### src/sv/sbae_pkg.sv
`default_nettype none
package sbae_pkg;

	localparam int BYTE_W = 8;
	localparam int CHAR_W = 7;
	localparam int SIX_W  = 6;
	localparam logic [CHAR_W-1:0] CHAR_BIAS = 7'h20;

	// position of the next byte within its group of three
	typedef enum logic [2:0] {
		PH_FIRST  = 3'b001,
		PH_SECOND = 3'b010,
		PH_THIRD  = 3'b100
	} phase_t;

	typedef struct packed {
		logic [CHAR_W-1:0] chr;
		logic              last;
	} res_t;

	// results of one byte: r0 always, r1 when two is set
	typedef struct packed {
		res_t r0;
		res_t r1;
		logic two;
	} pair_t;

	function automatic logic [CHAR_W-1:0] to_char(input logic [SIX_W-1:0] v);
		return {1'b0, v} + CHAR_BIAS;
	endfunction

endpackage
`default_nettype wire

### src/sv/six_bit_ascii_offset_encoder.sv
// Three-to-four printable character encoder, uuencode style, no padding.
// Each slave transaction carries one source byte (tdata) and an end-of-stream
// mark (tlast); each master transaction carries one character, the six-bit
// value plus 0x20 (range 0x20..0x5F), with tlast on the final character of
// the stream. Bytes one and two of a group give one character each, byte
// three gives two; a byte one or two with tlast also flushes the leftover
// bits as one more character, and the group state then returns to the start.
// Rate: one byte per cycle while each byte yields one character and m_tready
// holds; a byte that yields two holds up the next, as the single master port,
// one character per cycle, sets the pace. A byte passes the input register
// and then the output queue before its first character. An input register
// lets the next byte be taken while characters still wait on the master side.
`default_nettype none
module six_bit_ascii_offset_encoder
	import sbae_pkg::*;
(
	input  wire logic       clk,
	input  wire logic       arst_n,
	input  wire logic       s_tvalid,
	output logic            s_tready,
	input  wire logic [7:0] s_tdata,   // [7:0] in_byte
	input  wire logic       s_tlast,   // in_last
	output logic            m_tvalid,
	input  wire logic       m_tready,
	output logic      [7:0] m_tdata,   // [6:0] out_char, [7] zero
	output logic            m_tlast    // out_last
);

	logic [BYTE_W-1:0] byte_s1;
	logic              last_s1;
	logic              valid_s1;
	logic              load;
	pair_t             pair;
	res_t              out_res;

	// input register: refills in the cycle it hands its byte to the queue
	assign s_tready = !valid_s1 || load;

	always_ff @(posedge clk or negedge arst_n) begin
		if (!arst_n) begin
			valid_s1 <= 1'b0;
		end else if (s_tready) begin
			valid_s1 <= s_tvalid;
		end
	end

	always_ff @(posedge clk) begin
		if (s_tready && s_tvalid) begin
			byte_s1 <= s_tdata;
			last_s1 <= s_tlast;
		end
	end

	// group phase and carried bits advance as the byte's characters are queued
	sbae_encode u_encode (
		.clk     (clk),
		.arst_n  (arst_n),
		.in_byte (byte_s1),
		.in_last (last_s1),
		.advance (load),
		.pair    (pair)
	);

	sbae_outq u_outq (
		.clk        (clk),
		.arst_n     (arst_n),
		.pair       (pair),
		.pair_valid (valid_s1),
		.load       (load),
		.out_valid  (m_tvalid),
		.out_ready  (m_tready),
		.out_res    (out_res)
	);

	assign m_tdata = {1'b0, out_res.chr};
	assign m_tlast = out_res.last;

endmodule
`default_nettype wire

### src/sv/sbae_encode.sv
`default_nettype none
module sbae_encode
	import sbae_pkg::*;
(
	input  wire logic              clk,
	input  wire logic              arst_n,
	input  wire logic [BYTE_W-1:0] in_byte,
	input  wire logic              in_last,
	input  wire logic              advance,
	output pair_t                  pair
);

	phase_t     phase_q, phase_nx;
	logic [3:0] carry_q, carry_nx;

	always_comb begin
		pair     = '0;
		phase_nx = phase_q;
		carry_nx = carry_q;
		case (phase_q)
			PH_SECOND: begin
				pair.r0.chr  = to_char({carry_q[1:0], in_byte[7:4]});
				pair.r1.chr  = to_char({in_byte[3:0], 2'b00});
				pair.r1.last = in_last;
				pair.two     = in_last;
				carry_nx     = in_byte[3:0];
				phase_nx     = PH_THIRD;
			end
			PH_THIRD: begin
				pair.r0.chr  = to_char({carry_q, in_byte[7:6]});
				pair.r1.chr  = to_char(in_byte[5:0]);
				pair.r1.last = in_last;
				pair.two     = 1'b1;
				carry_nx     = '0;
				phase_nx     = PH_FIRST;
			end
			default: begin
				pair.r0.chr  = to_char(in_byte[7:2]);
				pair.r1.chr  = to_char({in_byte[1:0], 4'b0000});
				pair.r1.last = in_last;
				pair.two     = in_last;
				carry_nx     = {2'b00, in_byte[1:0]};
				phase_nx     = PH_SECOND;
			end
		endcase
		if (in_last) begin
			carry_nx = '0;
			phase_nx = PH_FIRST;
		end
	end

	always_ff @(posedge clk or negedge arst_n) begin
		if (!arst_n) begin
			phase_q <= PH_FIRST;
			carry_q <= '0;
		end else if (advance) begin
			phase_q <= phase_nx;
			carry_q <= carry_nx;
		end
	end

endmodule
`default_nettype wire

### src/sv/sbae_outq.sv
`default_nettype none
module sbae_outq
	import sbae_pkg::*;
(
	input  wire logic  clk,
	input  wire logic  arst_n,
	input  wire pair_t pair,
	input  wire logic  pair_valid,
	output logic       load,
	output logic       out_valid,
	input  wire logic  out_ready,
	output res_t       out_res
);

	logic [1:0] cnt_q;
	res_t       slot0_q, slot1_q;
	logic       fire;

	assign out_valid = (cnt_q != 2'd0);
	assign out_res   = slot0_q;
	assign fire      = out_valid && out_ready;
	// room for a new pair once the queue drains this cycle
	assign load      = pair_valid && ((cnt_q == 2'd0) || ((cnt_q == 2'd1) && fire));

	always_ff @(posedge clk or negedge arst_n) begin
		if (!arst_n) begin
			cnt_q <= '0;
		end else if (load) begin
			cnt_q <= pair.two ? 2'd2 : 2'd1;
		end else if (fire) begin
			cnt_q <= cnt_q - 2'd1;
		end
	end

	always_ff @(posedge clk) begin
		if (load) begin
			slot0_q <= pair.r0;
			slot1_q <= pair.r1;
		end else if (fire) begin
			slot0_q <= slot1_q;
		end
	end

endmodule
`default_nettype wire
### config.mk
export PLATFORM = sky130hd
export DESIGN_NAME = six_bit_ascii_offset_encoder
export DESIGN_NICKNAME = d
export VERILOG_FILES = /design/src/sv/sbae_pkg.sv /design/src/sv/six_bit_ascii_offset_encoder.sv /design/src/sv/sbae_encode.sv /design/src/sv/sbae_outq.sv
export SDC_FILE = /design/constraint.sdc
export NUM_CORES = 1
export LEC_CHECK = 0
export BUFFER_PORTS_ARGS = -buffer_cell sky130_fd_sc_hd__buf_2
export CORE_ASPECT_RATIO = 1.2
export CORE_MARGIN = 1
export CORE_UTILIZATION = 40
export CTS_CLUSTER_DIAMETER = 40
export CTS_CLUSTER_SIZE = 8
export DETAILED_ROUTE_END_ITERATION = 10
export PLACE_DENSITY_LB_ADDON = 0.25
export SYNTH_ARGS = -nofsm -noshare
export SYNTH_HDL_FRONTEND = slang
export SYNTH_HIERARCHICAL = 1
export SYNTH_SLANG_ARGS = --single-unit
export TNS_END_PERCENT = 10
### constraint.sdc
create_clock -name clk -period 2.1 [get_ports clk]
set_clock_uncertainty 0.05 [all_clocks]
set_input_delay 0.21 -clock clk [delete_from_list [all_inputs] [get_ports clk]]
set_output_delay 0.21 -clock clk [all_outputs]
set_load 0.005 [all_outputs]
==> metrics.txt <==
Floorplan Core Area=4040 sq um; routability cong.=0.868; net switching component of the power=1.11 mW; via density per instance=4.98; wire length after detailed routing=2670 um; starting utilization of the core area=42.9%; number of diodes=0; clock tree buffer depth=2; period utilisation layout=90.0%; Slowest Stage Delay on Critical Path=0.47 ns; final hold slack=0.0394 ns; TritonCTS clock tree=done; max-capacitance violation count=0; Worst-path clk slew=0.07 ns; data required time at the worst endpoint=2.08 ns; layout overhead on the synthesized area=13.4%; HPWL after detailed placement=1990 um; Register Area=1000 sq um; ordered cell list for the critical path=nor2b_1, a22oi_2, o22a_1, mux2_4; family of cells with the greatest summed delay on the critical path=simple AND/OR/NAND/NOR gates; Top-Level Pins=24; Worst setup EP type=register; H-Tree Depth=2; number of DRC markers after the initial detailed-route iteration=15; number of storage elements in the synthesis netlist=35; total CTS buffers=5; fraction of the yosys area taken by sequential cells=57.8%; slew at the pin closest to its max-slew limit=0.508 ns; fraction of the core area covered by cells at the end of the flow=48.7%; nature of the critical path startpoint=register; post-synth design cell area=1730 sq um; total cell area at the placement stage=1870 sq um; maximum fanout along the worst path=7; cell with the largest stage delay on the worst path=nor2b_1; final setup violation count=0; first-pass GRT wire length=4510 um; first-pass detailed-route iteration total=4; buffers added on ports=22; Die H=74.1 um; CTS sink count=35; pin count of the biggest net entering global routing=22; Pwr per Cell Area=1650 nW/um^2; drt wl/cell=13.2 um; Clk pwr share=14.3%; number of distinct library cell variants in the gate-level netlist after synthesis=35; relative slew slack=66.1%; fraction of final layout cells with drive strength greater than 1=39.2%; post-route DRC violation count=0; number of antenna violations at the first check in global routing=0; run status=complete, no violations; total number of placement rows=25; total negative setup slack=0 ns; Die Width=62.1 um; fraction of power consumed by combinational cells=43.9%; worst supply voltage drop on vdd=0.567 mV; DRT antenna net count=0; number of buffers inserted to repair setup after CTS=0; buffer type at the clock tree root=clkbuf_8; final hold vios=0; Crit path buffers/inverters=0; Syn Inst Count=123; final layout net count=162; share of power burned in registers=41.9%; floorplan die area=4600 sq um; shortest period the worst path allows=1.89 ns; filler instances=369; Slew Viols, Final=0; vias in the first global route=1001; multi-input logic area=624 sq um; Tightest Hold Check Type=input port to register; Worst-Skew Late Latency=0.29 ns; post-layout instance area=1960 sq um; RSZ-0062 raised after global routing=false; max frequency=529 MHz; average size of a mapped cell=14.1 sq um; cell-internal power=2.15 mW; number of warnings issued by yosys=6; leftover overflow at the end of global routing=0; switching portion of total power=34.0%; total global routing track utilization=14.0%; Leakage=0.796 nW; vias=1006; data arrival at the endpoint of the critical path=1.87 ns; kind of critical path=register to register; net count after synthesis=138
==> sequential cells by signal, indices dropped and copies added, names as in the netlist <==
name and count:
u_encode/carry_q 4, valid_s1 1, u_outq/out_res 8, u_outq/slot1_q 8, byte_s1 8, u_outq/cnt_q 2
u_encode/phase_q 3, last_s1 1
==> repair_timing <==
action / CTS / global route
hold endpoints to repair: 10 / 0
resized for setup: 0 / 0
hold buffers: 1 / 0
setup endpoints to repair: 0 / 0
==> stage by stage <==
step	setup WS (ns)	cells	total power, mW
finish	0.209	202	3.25
global route	0.111	202	3.49
CTS	0.205	202	3.28
detailed placement	0.243	193	2.81
global placement	0.311	193	2.76
floorplan	0.138	123	2.50
==> metal layers <==
| metal | track usage (%) | part of all wire [%] | vias to the layer above |
|---|---|---|---|
| met3 | 6.43 | 4.9 | 6 |
| met4 | 6.67 | 1.8 | 0 |
| met2 | 22.5 | 50 | 24 |
| met5 | 0 | 0 | - |
| li1 | - | - | 498 |
| met1 | 15.7 | 43 | 478 |
==> cell usage after synthesis (all sizes together) <==
cell type / number / area [sq um]
o2bb2ai: 5 / 43.8
mux2i: 3 / 42.5
o22a: 4 / 35.0
and2: 1 / 8.76
o21bai: 1 / 11.3
ha: 2 / 25.0
dfrtp: 9 / 225
xnor2: 1 / 8.76
nor2: 2 / 7.51
a22oi: 9 / 72.6
or3: 1 / 11.3
dfstp: 1 / 26.3
nor2b: 2 / 12.5
edfxtp: 25 / 751
nand2: 8 / 32.5
clkinv: 2 / 10.0
mux2: 10 / 143
conb: 2 / 7.51
buf: 10 / 70.1
nand2b: 5 / 53.8
inv: 7 / 26.3
o221a: 1 / 11.3
a21o: 2 / 15.0
nor3b: 2 / 15.0
o22ai: 6 / 50.0
a21oi: 2 / 17.5
==> path summary, 6_finish.rpt <==
path                                                  from                         endpoint  slack [ns]  depth (start not counted)
hold reg to reg                          last_s1$_DFFE_PP_      u_outq/slot1_q[0]$_DFFE_PP_        0.47                          0
setup / recovery           u_encode/phase_q[2]$_DFFE_PN0P_      u_outq/out_res[7]$_DFFE_PP_        0.21                          4
max in group asynchronous                           arst_n  u_encode/phase_q[0]$_DFFE_PN1P_        1.48                          2
min in group asynchronous                           arst_n  u_encode/phase_q[1]$_DFFE_PN0P_        0.26                          2
setup reg to reg           u_encode/phase_q[2]$_DFFE_PN0P_      u_outq/out_res[7]$_DFFE_PP_        0.21                          4
hold / removal                                  s_tdata[5]             byte_s1[5]$_DFFE_PP_        0.04                          1
==> placed cells by master, fill, tap and decap left out, drive strengths merged <==
master and count:
clkbuf 7, nand2 8, nor2 2, dlygate4sd3 1, xnor2 1, nor3b 2
clkinvlp 1, edfxtp 25, o21bai 1, o221a 1, nor2b 2, dfrtp 9
conb 2, a21oi 2, dfstp 1, nand2b 5, or3 1, o22a 4
ha 2, a22oi 9, clkinv 2, inv 7, mux2 10, o2bb2ai 5
and2 1, a21o 2, buf 26, mux2i 3, o22ai 6
==> power groups by stage <==
stage | Sequential [mW] | Combinational [mW] | Clock (mW)
floorplan | 1.30 | 1.20 | 0
global placement | 1.36 | 1.40 | 0
detailed placement | 1.38 | 1.43 | 0
CTS | 1.36 | 1.44 | 0.478
global route | 1.40 | 1.58 | 0.507
finish | 1.36 | 1.43 | 0.464
==> cells by family (layout without fill, tap and decap cells) <==
logic type,Yosys count,in the layout,synth area share [%]
AO/OA/AOI/OAI,30,30,14.8
XOR/XNOR,1,1,0.506
adder cells (fa/ha/maj),2,2,1.44
AND/OR/NAND/NOR,21,21,8.16
other,2,2,0.433
buffers and inverters,19,44,6.14
multiplexers,13,13,10.7
flip-flops,35,35,57.8
==> cell type report <==
type                       instances  area share (%)
sequential                        35            51.0
multi-input combinational         69            31.8
timing repair buffer              27            7.64
clock buffer                       7            3.89
tap                               54            3.44
inverter                           9            1.85
clock inverter                     1           0.382
No activity file was read; power rests on OpenSTA's default activity.
